[src/rtl/core/scp_pkg.sv]
package scp_pkg;

  localparam int MaxLen     = 7;
  localparam int StoreDepth = 7;
  localparam int CapLenInt  = (MaxLen < StoreDepth) ? MaxLen : StoreDepth;

  localparam logic [2:0] CapLen = 3'(CapLenInt);

  localparam logic [7:0] CharHash  = 8'h23;
  localparam logic [7:0] CharSemi  = 8'h3B;
  localparam logic [7:0] CharComma = 8'h2C;
  localparam logic [7:0] CharZero  = 8'h30;
  localparam logic [7:0] CharNine  = 8'h39;
  localparam logic [7:0] CharG     = 8'h67;
  localparam logic [7:0] CharS     = 8'h73;
  localparam logic [7:0] CharT     = 8'h74;
  localparam logic [7:0] CharA     = 8'h61;
  localparam logic [7:0] CharC     = 8'h63;
  localparam logic [7:0] CharE     = 8'h65;

  localparam logic KindGet = 1'b0;
  localparam logic KindSet = 1'b1;

  localparam logic [1:0] ParamTemp   = 2'd0;
  localparam logic [1:0] ParamHeater = 2'd1;
  localparam logic [1:0] ParamCooler = 2'd2;
  localparam logic [1:0] ParamEnable = 2'd3;

  typedef struct packed {
    logic        cmd_kind;
    logic [1:0]  param_code;
    logic [2:0]  value_length;
    logic [55:0] value_chars;
  } cmd_t;

endpackage

[src/rtl/core/scp_ifs.sv]
interface scp_rx_if;
  logic       valid;
  logic       ready;
  logic [7:0] rx_byte;

  modport source (output valid, output rx_byte, input ready);
  modport sink (input valid, input rx_byte, output ready);
endinterface

interface scp_cmd_if;
  logic        valid;
  logic        ready;
  logic        cmd_kind;
  logic [1:0]  param_code;
  logic [2:0]  value_length;
  logic [55:0] value_chars;

  modport source (output valid, output cmd_kind, output param_code, output value_length,
                  output value_chars, input ready);
  modport sink (input valid, input cmd_kind, input param_code, input value_length,
                input value_chars, output ready);
endinterface

[src/rtl/core/scp_in_reg.sv]
module scp_in_reg (
  input  logic       clk,
  input  logic       rst,
  input  logic       in_valid,
  input  logic [7:0] in_byte,
  output logic       in_ready,
  input  logic       take,
  output logic       byte_valid,
  output logic [7:0] byte_q
);

  assign in_ready = !byte_valid || take;

  always_ff @(posedge clk) begin
    if (rst) begin
      byte_valid <= 1'b0;
    end else if (in_valid && in_ready) begin
      byte_valid <= 1'b1;
    end else if (take) begin
      byte_valid <= 1'b0;
    end
  end

  always_ff @(posedge clk) begin
    if (in_valid && in_ready) begin
      byte_q <= in_byte;
    end
  end

endmodule

[src/rtl/core/scp_parser.sv]
module scp_parser (
  input  logic         clk,
  input  logic         rst,
  input  logic         en,
  input  logic [7:0]   rx_byte,
  output logic         res_valid,
  output scp_pkg::cmd_t res
);
  import scp_pkg::*;

  localparam logic [2:0] StIdle  = 3'd0;
  localparam logic [2:0] StReady = 3'd1;
  localparam logic [2:0] StGet   = 3'd2;
  localparam logic [2:0] StSet   = 3'd3;
  localparam logic [2:0] StParam = 3'd4;
  localparam logic [2:0] StValue = 3'd5;

  logic [2:0] parser_state, parser_state_next;
  logic [1:0] pending_param, pending_param_next;
  logic [2:0] char_count, char_count_next;
  logic [7:0] value_store [StoreDepth];
  logic       store_we;

  logic       is_param;
  logic [1:0] param_dec;
  logic       is_value_char;
  logic [55:0] packed_chars;

  always_comb begin
    is_param  = 1'b1;
    param_dec = ParamTemp;
    case (rx_byte)
      CharT:   param_dec = ParamTemp;
      CharA:   param_dec = ParamHeater;
      CharC:   param_dec = ParamCooler;
      CharE:   param_dec = ParamEnable;
      default: is_param  = 1'b0;
    endcase
  end

  assign is_value_char = ((rx_byte >= CharZero) && (rx_byte <= CharNine)) ||
                         (rx_byte == CharComma);

  always_comb begin
    for (int i = 0; i < StoreDepth; i++) begin
      packed_chars[8*i +: 8] = (3'(i) < char_count) ? value_store[i] : 8'h00;
    end
  end

  always_comb begin
    parser_state_next  = parser_state;
    pending_param_next = pending_param;
    char_count_next    = char_count;
    store_we           = 1'b0;
    res_valid          = 1'b0;
    res.cmd_kind       = KindGet;
    res.param_code     = pending_param;
    res.value_length   = 3'd0;
    res.value_chars    = 56'd0;
    if (en) begin
      if (rx_byte == CharHash) begin
        parser_state_next = StReady;
      end else begin
        unique case (parser_state)
          StReady: begin
            if (rx_byte == CharG) begin
              parser_state_next = StGet;
            end else if (rx_byte == CharS) begin
              parser_state_next = StSet;
            end else begin
              parser_state_next = StIdle;
            end
          end
          StGet: begin
            if (is_param && (param_dec != ParamEnable)) begin
              pending_param_next = param_dec;
              parser_state_next  = StParam;
            end else begin
              parser_state_next = StIdle;
            end
          end
          StSet: begin
            if (is_param) begin
              pending_param_next = param_dec;
              char_count_next    = 3'd0;
              parser_state_next  = StValue;
            end else begin
              parser_state_next = StIdle;
            end
          end
          StParam: begin
            parser_state_next = StIdle;
            res_valid         = (rx_byte == CharSemi);
          end
          StValue: begin
            if (is_value_char) begin
              if (char_count < CapLen) begin
                store_we        = 1'b1;
                char_count_next = char_count + 3'd1;
              end
            end else begin
              parser_state_next = StIdle;
              res_valid         = (rx_byte == CharSemi);
              res.cmd_kind      = KindSet;
              res.value_length  = char_count;
              res.value_chars   = packed_chars;
            end
          end
          default: begin
            parser_state_next = StIdle;
          end
        endcase
      end
    end
  end

  always_ff @(posedge clk) begin
    if (rst) begin
      parser_state  <= StIdle;
      pending_param <= ParamTemp;
      char_count    <= 3'd0;
    end else begin
      parser_state  <= parser_state_next;
      pending_param <= pending_param_next;
      char_count    <= char_count_next;
    end
  end

  always_ff @(posedge clk) begin
    if (store_we) begin
      value_store[char_count] <= rx_byte;
    end
  end

endmodule

[src/rtl/core/scp_out_reg.sv]
module scp_out_reg (
  input  logic          clk,
  input  logic          rst,
  input  logic          load,
  input  scp_pkg::cmd_t data_in,
  output logic          free,
  output logic          out_valid,
  input  logic          out_ready,
  output scp_pkg::cmd_t data_q
);

  assign free = !out_valid || out_ready;

  always_ff @(posedge clk) begin
    if (rst) begin
      out_valid <= 1'b0;
    end else if (load) begin
      out_valid <= 1'b1;
    end else if (out_ready) begin
      out_valid <= 1'b0;
    end
  end

  always_ff @(posedge clk) begin
    if (load) begin
      data_q <= data_in;
    end
  end

endmodule

[src/rtl/core/serial_command_parser_core.sv]
// A completed command is presented on the result channel once the transaction carrying its
// closing ';' has passed the input register and then been loaded into the result register.
// Throughput: one byte per cycle while the result register is free to take a new result.
// Reset: synchronous, active-high rst empties both registers and returns the parser to idle;
// the stored value characters are not cleared and are only read after being written.
module serial_command_parser_core (
  input logic   clk,
  input logic   rst,
  scp_rx_if.sink   rx,
  scp_cmd_if.source cmd
);
  import scp_pkg::*;

  logic       byte_valid;
  logic [7:0] byte_q;
  logic       out_free;
  logic       advance;
  logic       res_valid;
  cmd_t       res;
  cmd_t       res_q;

  assign advance = byte_valid && out_free;

  scp_in_reg u_in_reg (
    .clk        (clk),
    .rst        (rst),
    .in_valid   (rx.valid),
    .in_byte    (rx.rx_byte),
    .in_ready   (rx.ready),
    .take       (advance),
    .byte_valid (byte_valid),
    .byte_q     (byte_q)
  );

  scp_parser u_parser (
    .clk       (clk),
    .rst       (rst),
    .en        (advance),
    .rx_byte   (byte_q),
    .res_valid (res_valid),
    .res       (res)
  );

  scp_out_reg u_out_reg (
    .clk       (clk),
    .rst       (rst),
    .load      (res_valid),
    .data_in   (res),
    .free      (out_free),
    .out_valid (cmd.valid),
    .out_ready (cmd.ready),
    .data_q    (res_q)
  );

  assign cmd.cmd_kind     = res_q.cmd_kind;
  assign cmd.param_code   = res_q.param_code;
  assign cmd.value_length = res_q.value_length;
  assign cmd.value_chars  = res_q.value_chars;

`ifndef SYNTHESIS
  a_get_no_value: assert property (@(posedge clk) disable iff (rst)
    (cmd.valid && (cmd.cmd_kind == KindGet)) |->
      ((cmd.value_length == 3'd0) && (cmd.value_chars == 56'd0)))
    else $error("get result carries value characters");

  a_length_capped: assert property (@(posedge clk) disable iff (rst)
    cmd.valid |-> (cmd.value_length <= CapLen))
    else $error("value length exceeds the kept limit");

  a_no_overwrite: assert property (@(posedge clk) disable iff (rst)
    (cmd.valid && !cmd.ready) |-> !res_valid)
    else $error("new result produced while the held result is stalled");

  a_stall_holds_byte: assert property (@(posedge clk) disable iff (rst)
    (byte_valid && !out_free) |=> (byte_valid && $stable(byte_q)))
    else $error("input byte lost while the result side is stalled");
`endif

endmodule

[src/flat_wrapper.sv]
// flat-port wrapper written by rule: the top's interface ports become plain ports
module serial_command_parser_core_flat import scp_pkg::*;
  (clk, rst, rx_valid, rx_rx_byte, rx_ready, cmd_valid, cmd_cmd_kind, cmd_param_code, cmd_value_length, cmd_value_chars, cmd_ready);
  scp_rx_if rx_i ();
  scp_cmd_if cmd_i ();
  input logic clk;
  input logic rst;
  input wire logic [$bits(rx_i.valid)-1:0] rx_valid;
  input wire logic [$bits(rx_i.rx_byte)-1:0] rx_rx_byte;
  output wire logic [$bits(rx_i.ready)-1:0] rx_ready;
  output wire logic [$bits(cmd_i.valid)-1:0] cmd_valid;
  output wire logic [$bits(cmd_i.cmd_kind)-1:0] cmd_cmd_kind;
  output wire logic [$bits(cmd_i.param_code)-1:0] cmd_param_code;
  output wire logic [$bits(cmd_i.value_length)-1:0] cmd_value_length;
  output wire logic [$bits(cmd_i.value_chars)-1:0] cmd_value_chars;
  input wire logic [$bits(cmd_i.ready)-1:0] cmd_ready;
  assign rx_i.valid = rx_valid;
  assign rx_i.rx_byte = rx_rx_byte;
  assign rx_ready = rx_i.ready;
  assign cmd_valid = cmd_i.valid;
  assign cmd_cmd_kind = cmd_i.cmd_kind;
  assign cmd_param_code = cmd_i.param_code;
  assign cmd_value_length = cmd_i.value_length;
  assign cmd_value_chars = cmd_i.value_chars;
  assign cmd_i.ready = cmd_ready;
  serial_command_parser_core u_core (.clk(clk), .rst(rst), .rx(rx_i), .cmd(cmd_i));
endmodule
[config.mk]
export PLATFORM = sky130hd
export DESIGN_NAME = serial_command_parser_core_flat
export DESIGN_NICKNAME = d
export VERILOG_FILES = /design/src/rtl/core/scp_pkg.sv /design/src/rtl/core/scp_ifs.sv /design/src/rtl/core/scp_in_reg.sv /design/src/rtl/core/scp_parser.sv /design/src/rtl/core/scp_out_reg.sv /design/src/rtl/core/serial_command_parser_core.sv /design/src/flat_wrapper.sv
export SDC_FILE = /design/constraint.sdc
export NUM_CORES = 1
export LEC_CHECK = 0
export BUFFER_PORTS_ARGS = -buffer_cell sky130_fd_sc_hd__buf_2
export CORE_MARGIN = 1
export CORE_UTILIZATION = 35
export DETAILED_ROUTE_END_ITERATION = 8
export SYNTH_ARGS = -nofsm -noshare
export SYNTH_HDL_FRONTEND = slang
export SYNTH_SLANG_ARGS = --single-unit
export TNS_END_PERCENT = 100
[constraint.sdc]
create_clock -name clk -period 7.65 [get_ports clk]
set_clock_uncertainty 0.2 [all_clocks]
set_input_delay 0.765 -clock clk [delete_from_list [all_inputs] [get_ports clk]]
set_output_delay 0.765 -clock clk [all_outputs]
set_load 0.02 [all_outputs]
# --- Word level (Yosys, flattened, before mapping) ---
# Memory sizes are Yosys's and may differ from the RTL's. A register that Yosys moved wholly into a read port is not among the register bits.
# Index checks and enable logic that the tools add are counted.
totals:
  in_bits: 12
  word_cells: 109
  ram_bits: 56
  out_inout_bits: 64
  n_memories: 1
  register_bits: 24
memory_table:
  columns: ["name", "words", "width", "rd", "rd_clocked_by_memory_dff", "write_ports", "line_no", "text"]
  rows:
  - ["u_core.u_parser.value_store", 7, 8, 7, 7, 1, "scp_parser.sv:21", "logic [7:0] value_store [StoreDepth];"]
classes:
  muxes: 32
  n_lt_le_gt_ge: 10
  n_bitwise: 10
  n_eq_ne: 20
  n_reduce_logical: 26
  addsub: 1
ops:
  columns: ["op", "n"]
  rows:
  - ["8-bit by 7-bit equality test with 1-bit output (second input constant)", 6]
  - ["5-bit OR reduction", 7]
  - ["8-bit by 6-bit equality test with 1-bit output (second input constant)", 3]
  - ["3-bit 2-to-1 mux", 7]
  - ["1-bit 2-to-1 mux", 16]
  - ["3-bit case mux with 4 select lines", 1]
  - ["2-bit != test (second input constant)", 5]
  - ["1-bit inverter", 10]
  - ["3-bit less-than comparator (first input constant)", 3]
  - ["8-bit by 6-bit greater-or-equal comparator with 1-bit output (second input constant)", 1]
  - ["8-bit by 6-bit <= comparator with 1-bit output (second input constant)", 1]
  - ["2-bit 2-to-1 mux", 4]
  - ["2-bit nonzero test", 4]
  - ["4-bit OR reduction", 2]
  - ["3-bit by 2-bit equality test with 1-bit output (second input constant)", 2]
  - ["3-bit equality test (second input constant)", 2]
  - ["1-bit by 3-bit less-than comparator with 1-bit output (first input constant)", 2]
  - ["2-bit by 3-bit less-than comparator with 1-bit output (first input constant)", 2]
  - ["2-bit case mux with 3 select lines", 1]
  - ["3-bit case mux with 2 select lines", 1]
  - ["6-bit AND reduction", 1]
  - ["5-bit AND reduction", 1]
  - ["1-bit logical AND", 4]
  - ["2-bit case mux with 2 select lines", 1]
  - ["other kinds (9)", 12]

# --- Depth between registers and ports, before layout ---
# Gate-level depths: netlist (run 1).
logic_depth:
  word_depth: 9
  ltp_mapped: 7
  mapped_depth_nobuf: 5

# --- Modules after synthesis ---
# From an unflattened synthesis (run 1), not the netlist that was laid out.
hier_totals:
  cells_unflattened: 306
  area_unflattened_um2: 5058.6
by_module_without_submodules:
  columns: ["mod", "cells_per_inst", "area_per_inst_um2", "seq_area_each_um2", "n_inst"]
  rows:
  - ["scp_parser", 226, 2849.0, 1841.8, 1]
  - ["scp_out_reg", 66, 1908.1, 1881.8, 1]
  - ["scp_in_reg", 13, 295.3, 260.2, 1]
  - ["serial_command_parser_core", 1, 6.3, 0.0, 1]

# --- Least setup slack after synthesis (run 1) ---
# No wires, ideal clock.
synth_path:
  path_kind: "input port to flip-flop"
  from: "input port cmd_ready"
  to: "register u_core.u_out_reg.data_q[0] (netlist name) (enable)"
  setup_slack_ps: -308
  stages: 3
  setup_time_ps: 639
  required_time_ps: 6811
  t_arrival_ps: 7119
  cell_sequence: "nand2b_1 nand2_1 nor4_1"
synth_via:
  elab_cells_between_ends: 5
  classes_between: "mux: 1; bitwise: 1; reduce/logical: 3"
synth_rtl:
  columns: ["element", "line_no", "text"]
  rows:
  - ["start, declared", "flat_wrapper.sv:16", "input wire logic [$bits(cmd_i.ready)-1:0] cmd_ready;"]
  - ["1-bit logical OR", "scp_out_reg.sv:12", "assign free = !out_valid || out_ready;"]
  - ["1-bit logical AND", "serial_command_parser_core.sv:22", "assign advance = byte_valid && out_free;"]
  - ["1-bit 2-to-1 mux", "scp_parser.sv:60", "if (en) begin"]
  - ["named net u_core.res_valid", "serial_command_parser_core.sv:18", "logic res_valid;"]
  - ["end signal, assigned", "scp_out_reg.sv:26", "data_q <= data_in;"]
  - ["end, declared", "scp_out_reg.sv:9", "output scp_pkg::cmd_t data_q"]
# The timed path passes the listed nets, and every way through them passes these cells.
# A chain may end at the register's enable or synchronous reset.

# --- Worst setup path after layout (run 1) ---
layout_path:
  from: "register u_core.u_in_reg.byte_q[1]"
  to: "register u_core.u_out_reg.data_q[8] (netlist name) (enable)"
layout_via:
  elab_chain_cells: 7
  elab_cells_between_ends: 12
  classes_between: "order compare: 2; eq/ne: 3; mux: 4; reduce/logical: 3"
layout_lines:
  columns: ["element", "line_no", "text"]
  rows:
  - ["start, declared", "scp_in_reg.sv:9", "output logic [7:0] byte_q"]
  - ["start signal, assigned", "scp_in_reg.sv:26", "byte_q <= in_byte;"]
  - ["8-bit by 6-bit greater-or-equal comparator with 1-bit output / 8-bit by 6-bit <= comparator with 1-bit output (equally long branches)", "scp_parser.sv:41", "assign is_value_char = ((rx_byte >= CharZero) && (rx_byte <= CharNine)) ||"]
  - ["1-bit logical AND", "scp_parser.sv:41", null]
  - ["1-bit logical OR", "scp_parser.sv:41", null]
  - ["1-bit 2-to-1 mux", "scp_parser.sv:96", "if (is_value_char) begin"]
  - ["1-bit case mux with 2 select lines", "scp_parser.sv:64", "unique case (parser_state)"]
  - ["1-bit 2-to-1 mux (*)", "scp_parser.sv:61", "if (rx_byte == CharHash) begin"]
  - ["1-bit 2-to-1 mux (*)", "scp_parser.sv:60", null]
  - ["named net u_core.res_valid", "serial_command_parser_core.sv:18", null]
# Mark *: on every way through the listed nets, which the timed path passes. The rest lies on a longest branch.

==> impl_metrics.tcl, run 1 <==
set metrics [dict create \
    cellPowerDensity_mw_per_mm2 266 \
    rsz0062_at_grt "no" \
    cp_max_fo 47 \
    min_period_ns 3.29 \
    hp-start "u_core.u_parser.pending_param[1]" \
    yosysTopAreaCellShare 0.740 \
    yosysSeqAreaShare 0.779 \
    wl_met1_mm 4.27 \
    ys_ff_latch 136 \
    vias 2846 \
    wl_met3_um 583 \
    holdCritPathClass "register to register" \
    worst_skew_pair.late_latency_ns 0.42 \
    yosys_warnings 0 \
    critPathCaptureType "register" \
    drt_iter0_markers 219 \
    rows 43 \
    fill_cells 1228 \
    hold_viol_final 0 \
    dp_cells 562 \
    grt-ovfl-total 0 \
    multiInputGateArea_mm2 0.00108 \
    netlist_area_mm2 0.00511 \
    drt_pre_antenna_iters 5 \
    r2r-end "u_core.u_out_reg.data_q[8]" \
    antenna_cells 0 \
    setup_violations 0 \
    start_util 0.364 \
    cp-start-kind "register" \
    die_width_um 123 \
    leakage_nw 2.52 \
    cts_tree "done" \
    wl_per_cell_um 15.7 \
    syn_area_per_cell_um2 16.3 \
    area_growth_pct 23.5 \
    grtUsageTotal 0.133 \
    outcome "completed" \
    synth_edf_count 126 \
    drive_gt1_frac 0.292 \
    syn-num-nets 327 \
    timing.rr.start "u_core.u_in_reg.byte_q[1]" \
    synth_commonest_cells "126 x edfxtp_1, 52 x and2_1, 12 x nand2_1, 12 x nor2_1, 10 x dfxtp_1" \
    synth_flop_cell "edfxtp_1" \
    gp_congestion 0.843 \
    vdd_drop_max_v 0.000104 \
    highest_layer "met4" \
    dp_hpwl_mm 6.37 \
    cts_max_level 4 \
    path_clk_slew_ns 0.06 \
    drc 0 \
    cts_resized 0 \
    slew_violations 0 \
    worstMarginPinSlew_ns 1.05 \
    io_buffer_count 75 \
    grt_pass1_vias 2703 \
    slew_headroom 0.293 \
    cts_hold_buf 0 \
    grt_pass1_wl_mm 14.1 \
    routed_wl_mm 9.33 \
    synth.distinct_cells 49 \
    yosysMostFrequentCell "edfxtp_1" \
    design.portCount 76 \
    min_to "u_core.u_out_reg.data_q[60]" \
    setup_tns_ns 0 \
    clock-sinks 136 \
    timing_worst_setup_path_type "register to register" \
    cts-root-buf "clkbuf_16" \
    ff_latch_area_mm2 0.00398 \
    r2r.worst_path.cells 4 \
    antenna_left 0 \
    fin_nets 414 \
    maxCapViolations 0 \
    fin_cells 594 \
    syn_inst 314 \
    chipHeight_um 123 \
    async_reset_ff_frac 0 \
    cp.arrival_ns 3.14 \
    cts_buffers 17 \
    dieArea_mm2 0.0151 \
    postCtsSetupBuffers 0 \
    antenna_found_initial 0 \
    r2r_slack_ns 4.36 \
    synth.largest_area_cell "edfxtp_1" \
    vias_per_cell 4.79 \
    max_freq_mhz 304 \
    route.met2.wl_mm 4.23 \
    core_area_mm2 0.0140 \
    grt_max_degree 48 \
    period_share 0.430 \
    synth.area.top_cells "edfxtp_1 74%, and2_1 6.4%, dfxtp_1 3.9%, and3_1 1.1%, nand2_1 0.88%" \
    cp.required_ns 7.49 \
    hold_depth 0 \
    ctsLongestPathBuffers 2 \
]
layout make-up:
type                            instances  area share
Multi-Input combinational cell        164       0.171
Sequential cell                       136       0.631
Inverter                                4     0.00238
Timing Repair Buffer                   78      0.0630
Clock inverter                         15      0.0291
Tap cell                              180      0.0357
Clock buffer                           17      0.0674
metrics by stage:
stage	total power (W)	instance area [um^2]	setup slack, ns	utilization	hold WS, ns
CTS	0.00170	6310	4.32	0.450	0.244
finish	0.00168	6310	4.36	0.450	0.241
detailed placement	0.000865	5700	4.19	0.406	0.225
global route	0.00173	6310	4.11	0.450	0.259
global placement	0.000864	5700	4.30	0.406	0.230
floorplan	0.000852	5120	2.35	-	0.208
state kept, by name, summed over array words and instances (netlist names):
| name | count |
|---|---|
| u_core.u_parser.char_count | 3 |
| u_core.u_parser.parser_state | 3 |
| u_core.u_in_reg.byte_q | 8 |
| u_core.u_in_reg.byte_valid | 1 |
| u_core.u_parser.pending_param | 2 |
| u_core.u_out_reg.data_q | 62 |
| u_core.u_parser.value_store | 56 |
| u_core.u_out_reg.out_valid | 1 |
how the worst max path moves through the flow:
stage | cells after the start | end | slack, ns | from
after detailed placement | 5 | u_core.u_out_reg.data_q[59] | 4.19 | cmd_ready
final | 4 | u_core.u_out_reg.data_q[8] | 4.36 | u_core.u_in_reg.byte_q[1]
after CTS | 4 | u_core.u_out_reg.data_q[8] | 4.32 | u_core.u_in_reg.byte_q[1]
after global placement | 5 | u_core.u_out_reg.data_q[59] | 4.30 | cmd_ready
after floorplan | 3 | u_core.u_out_reg.data_q[0] | 2.35 | cmd_ready
after global routing | 4 | u_core.u_out_reg.data_q[8] | 4.11 | u_core.u_in_reg.byte_q[0]
report_power, final:
part | internal [W] | switching [W] | total, W
clock network | 0.000539 | 0.000289 | 0.000828
registers | 0.000814 | 0.0000156 | 0.000829
logic | 0.00000881 | 0.0000122 | 0.0000210
total | 0.00136 | 0.000317 | 0.00168
cells by family (layout without fill, tap and decap cells):
group                    count (synthesis)  in the layout  synth area share
AO/OA/AOI/OAI                           27             27            0.0382
XOR/XNOR                                 1              1           0.00171
adder cells (fa/ha/maj)                  1              1           0.00245
buffers and inverters                   14            114            0.0122
flip-flops                             136            136             0.779
multiplexers                             3              3           0.00587
AND/OR/NAND/NOR                        132            132             0.160
cell usage in the layout, fill, tap and decap left out, drive strengths merged, types with 2 or more instances in the layout:
cell        n
nand2b      5
edfxtp    126
o311ai      2
nor4b       2
nor3b       7
o2111ai     2
clkbuf     17
nand3       6
and2       52
a21oi       7
or4         2
nor3        7
clkinvlp    3
nor4        3
and3        9
a211oi      3
dfxtp      10
o21ai       3
nor2       12
mux2i       3
nor2b       3
nand2      12
and4        2
or2         3
buf        78
bufinv      4
clkinv      8
and3b       3
inv         4
routing by layer:
layer	vias up	global-route usage
met2	102	0.195
met3	28	0.0493
met5	-	0
met1	1357	0.170
met4	0	0.0762
li1	1359	-
critical path, stage by stage (launching register included):
cell	delay, ns
edfxtp_1	0.73
and3b_1	0.25
nand2_1	0.11
nor4_4	0.96
buf_4	0.62
(Power assumes the default switching activity.)
==> inputs of run 2 (changes only) <==
Clock period 7.65 ns to 3.15 ns, I/O delays scaled along.
==> run 2 against run 1 <==
Against the previous run: sequential cell count unchanged; worst setup slack lost 3.9 ns; largest cell class unchanged; fmax is 23% higher; critical endpoint is now u_core.u_parser.value_store[3][6]; combinational power rose to 4.9 times the previous value; critical path depth up 2; die area unchanged.
==> impl_metrics.tcl, run 2 (same netlist as run 1, synthesis figures left out) <==
set metrics [dict create \
    clock-sinks 136 \
    vdd_drop_max_v 0.000369 \
    grt-ovfl-total 0 \
    path_cells "and4bb_2 -> a221oi_1 -> or4_4 -> or2_4 -> nor3b_2 -> buf_4" \
    holdCritPathClass "input port to register" \
    final_area_mm2 0.00659 \
    worstMarginPinSlew_ns 0.809 \
    dp_cells 576 \
    cp_max_fo 8 \
    fin_nets 439 \
    min_period_ns 2.67 \
    cpMaxStageDelayCell "or4_4" \
    cp_slowest_stage_delay_ns 0.58 \
    postCtsSetupBuffers 0 \
    timing_worst_setup_path_type "register to register" \
    cp.required_ns 3.06 \
    r2r.worst_path.cells 6 \
    dp_hpwl_mm 6.35 \
    cp.arrival_ns 2.59 \
    cp.depth 6 \
    chipHeight_um 123 \
    area_growth_pct 29.0 \
    grt_max_degree 48 \
    core_area_mm2 0.0140 \
    slew_headroom 0.457 \
    drive_gt1_frac 0.305 \
    cts-root-buf "clkbuf_16" \
    layout.cells.most_common_list "126 x edfxtp_1, 75 x buf_2, 52 x and2_1, 17 x clkbuf_16, 16 x buf_4" \
    design.portCount 76 \
    vias_per_cell 4.65 \
    dieArea_mm2 0.0151 \
    grtUsageTotal 0.138 \
    slew_violations 0 \
    critPathCaptureType "register" \
    max_freq_mhz 374 \
    drt_iter0_markers 204 \
    cts_tree "done" \
    grt_pass1_wl_mm 15.0 \
    top_register "u_core.u_out_reg.data_q" \
    ctsLongestPathBuffers 2 \
    critical-path-top-delay-family "simple AND/OR/NAND/NOR gates" \
    maxCapViolations 0 \
    antenna_found_initial 0 \
    largestRegisters "u_core.u_out_reg.data_q (62), u_core.u_parser.value_store (56), u_core.u_in_reg.byte_q (8)" \
    worst_skew_pair.late_latency_ns 0.41 \
    grt_pass1_vias 2821 \
    hold_viol_final 0 \
    cp-start-kind "register" \
    fin_cells 619 \
    fin_util 0.469 \
    outcome "completed" \
    setup_violations 0 \
    period_share 0.849 \
    rows 43 \
    antenna_left 0 \
    cts_resized 0 \
    path_buf_inv 1 \
    start_util 0.364 \
    hold_depth 4 \
    largest_register_ffs 62 \
    drc 0 \
    io_buffer_count 75 \
    cts_max_level 4 \
    rsz0062_at_grt "no" \
    cts_buffers 17 \
    vias 2879 \
    final_common_cell "edfxtp_1" \
    drt_pre_antenna_iters 4 \
    cellPowerDensity_mw_per_mm2 649 \
    path_clk_slew_ns 0.06 \
    wl_per_cell_um 15.5 \
    die_width_um 123 \
    leakage_nw 2.66 \
    antenna_cells 0 \
    routed_wl_mm 9.58 \
    placed_area_mm2 0.00582 \
    gp_congestion 0.845 \
]
==> run 2: what timing repair did <==
action / 4_1_cts / 5_1_grt
hold endpoints to repair: 12 / 0
hold buffers: 11 / 0
setup endpoints to repair: 0 / 0
==> run 2: metal layers <==
metal / wire [um] / GRT usage / vias up
li1: - / - / 1408
met2: 4570 / 0.215 / 93
met3: 587 / 0.0395 / 7
met4: 108 / 0.0595 / 0
met1: 4310 / 0.180 / 1371
met5: 0 / 0 / -
==> run 2: where the power goes <==
part	switching, W	internal (W)
Combinational	0.0000622	0.0000406
Sequential	0.0000141	0.00197
Clock	0.000708	0.00148
==> run 2: cell type report <==
type                       count  area, um^2
fill                        1223        7450
sequential                   136        3980
multi-input combinational    164        1080
timing repair buffer         103         626
clock buffer                  19         433
clock inverter                13         226
tap                          180         225
inverter                       4        15.0
==> run 2: worst paths after layout <==
path / start / to / slack (ns)
setup reg to reg: u_core.u_in_reg.byte_q[4] / u_core.u_parser.value_store[3][6] / 0.48
setup / recovery: u_core.u_in_reg.byte_q[4] / u_core.u_parser.value_store[3][6] / 0.48
hold reg to reg: u_core.u_parser.pending_param[1] / u_core.u_out_reg.data_q[60] / 0.23
hold / removal: cmd_ready / u_core.u_out_reg.out_valid / 0.03
==> run 2: tightest hold or removal path, delay by kind of cell <==
family                 cells  cell delay, ns
and+or+nand+nor            3            0.19
buffers and inverters      1            0.08
==> run 2: metrics by stage <==
stage	setup TNS, ns	hold WS (ns)	total power, W	setup slack, ns
finish	0	0.0346	0.00428	0.475
global route	0	0.0518	0.00441	0.215
CTS	0	0.0182	0.00432	0.476
global placement	0	0.220	0.00212	0.499
detailed placement	0	0.232	0.00212	0.489
floorplan	-31.58	0.208	0.00207	-0.503
==> inputs of run 3 (changes only) <==
Clock period 3.15 ns to 2.4 ns, I/O delays scaled along.
==> run 3 against run 2 <==
Against the previous run: register-to-register slack got worse by 0.53 ns; count of clock-buffer cells in the layout decreased by 2; highest routed layer unchanged; worst setup slack got worse by 0.53 ns; the run now ends with negative setup slack left; critical path depth did not move; design area up 5.6%; sequential share of layout area down 3.2 points; fmax increased by 9.2%; combinational power rose by 75%; core utilization grew 2.6 points; final cell count is 4.4% higher.
==> impl_metrics.tcl, run 3 (same netlist as run 1, synthesis figures left out) <==
set metrics [dict create \
    critPathCaptureType "register" \
    fill_cells 1178 \
    layout.cells.most_common_list "126 x edfxtp_1, 75 x buf_2, 52 x and2_1, 35 x buf_4, 17 x clkbuf_16" \
    drt_pre_antenna_iters 5 \
    final_common_cell "edfxtp_1" \
    min_period_ns 2.45 \
    cts_max_level 4 \
    grt_pass1_vias 2904 \
    cp.required_ns 2.33 \
    worstMarginPinSlew_ns 0.616 \
    grt_pass1_wl_mm 14.6 \
    path_cells "and4bb_2 -> a221oi_2 -> or4_4 -> or2_4 -> nor3b_4 -> buf_6" \
    antenna_left 0 \
    critical-path-top-delay-family "simple AND/OR/NAND/NOR gates" \
    chipHeight_um 123 \
    multiInputGateArea_mm2 0.00119 \
    top_register "u_core.u_out_reg.data_q" \
    path_buf_inv 1 \
    drive_gt1_frac 0.369 \
    setup_tns_ns -0.586 \
    dieArea_mm2 0.0151 \
    outcome "finished, violations left" \
    area_growth_pct 36.2 \
    path_clk_slew_ns 0.06 \
    fin_cells 646 \
    slew_violations 0 \
    fin_util 0.496 \
    dpl_worst_slack_ns -0.0874 \
    cts_tree "done" \
    holdCritPathClass "register to register" \
    routed_wl_mm 9.41 \
    start_util 0.364 \
    worst_hold_slack_ns 0.236 \
    dp_cells 600 \
    hold_viol_final 0 \
    antenna_cells 0 \
    die_width_um 123 \
    gp_congestion 0.851 \
    cellPowerDensity_mw_per_mm2 818 \
    largestRegisters "u_core.u_out_reg.data_q (62), u_core.u_parser.value_store (56), u_core.u_in_reg.byte_q (8)" \
    antenna_found_initial 0 \
    slew_headroom 0.589 \
    fin_ws_ns -0.0500 \
    grt_max_degree 51 \
    cp.arrival_ns 2.38 \
    grt-ovfl-total 0 \
    cp-start-kind "register" \
    maxCapViolations 0 \
    setup_violations 16 \
    drc 0 \
    fin_nets 466 \
    wl_per_cell_um 14.6 \
    rows 43 \
    rsz0062_at_grt "yes" \
    cp_max_fo 8 \
    grtUsageTotal 0.136 \
    vias_per_cell 4.69 \
    io_buffer_count 75 \
    core_area_mm2 0.0140 \
    ctsLongestPathBuffers 2 \
    largest_register_ffs 62 \
    ff_latch_area_mm2 0.00398 \
    period_share 1.02 \
    vias 3028 \
    clock-sinks 136 \
    cp_slowest_stage_delay_ns 0.52 \
    max_freq_mhz 408 \
    worst_skew_pair.late_latency_ns 0.42 \
    cts-root-buf "clkbuf_16" \
    cts_buffers 17 \
    leakage_nw 2.82 \
    dp_hpwl_mm 6.52 \
    timing_worst_setup_path_type "register to register" \
    design.portCount 76 \
    drt_iter0_markers 123 \
    vdd_drop_max_v 0.000430 \
    cpMaxStageDelayCell "or4_4" \
    violations "negative setup slack" \
]
[run 3: worst reg2reg max path: cells and delay by family (launching register included)]
| kind | cells | cell delay, ns |
|---|---|---|
| simple gates | 4 | 1.33 |
| buf+inv | 1 | 0.16 |
| flops | 1 | 0.40 |
| compound gates | 1 | 0.07 |
[run 3: repair_timing]
action,4_1_cts,5_1_grt
endpoints found under the hold margin,15,0
gates cloned,0,0
hold buffers,12,0
buffers inserted,2,0
endpoints found under the setup margin,48,119
resized for setup,6,6
[run 3: path summary, 6_finish.rpt]
path / startpoint / endpoint / slack [ns] / cells past startpoint
worst max-delay path: u_core.u_in_reg.byte_q[4] / u_core.u_parser.value_store[3][3] / -0.05 / 6
worst min-delay path: u_core.u_parser.pending_param[0] / u_core.u_out_reg.data_q[59] / 0.24 / 0
worst max register to register: u_core.u_in_reg.byte_q[4] / u_core.u_parser.value_store[3][3] / -0.05 / 6
worst min register to register: u_core.u_parser.pending_param[0] / u_core.u_out_reg.data_q[59] / 0.24 / 0
[run 3: through the flow]
step | power, W | instance area, um^2
after floorplan | 0.00272 | 5200
after detailed placement | 0.00280 | 6090
after CTS | 0.00574 | 6930
after global placement | 0.00280 | 6090
after global routing | 0.00586 | 6960
final | 0.00569 | 6960
[run 3: cell type report]
| type | instances | area share |
|---|---|---|
| multi-input combinational | 164 | 0.171 |
| clock inverter | 15 | 0.0358 |
| clock buffer | 17 | 0.0611 |
| timing repair buffer | 130 | 0.126 |
| tap | 180 | 0.0324 |
| inverter | 4 | 0.00216 |
| sequential | 136 | 0.572 |
[run 3: report_power, final]
part	internal (W)	switching [W]
Sequential	0.00259	0.00000907
Combinational	0.0000792	0.000101
Clock	0.00195	0.000961
[run 3: routing by layer]
metal | GRT usage | routed length, um | vias up
met4 | 0.0655 | 167 | 0
met5 | 0 | 0 | -
met2 | 0.210 | 4540 | 90
met3 | 0.0507 | 523 | 15
li1 | - | - | 1467
met1 | 0.167 | 4180 | 1456
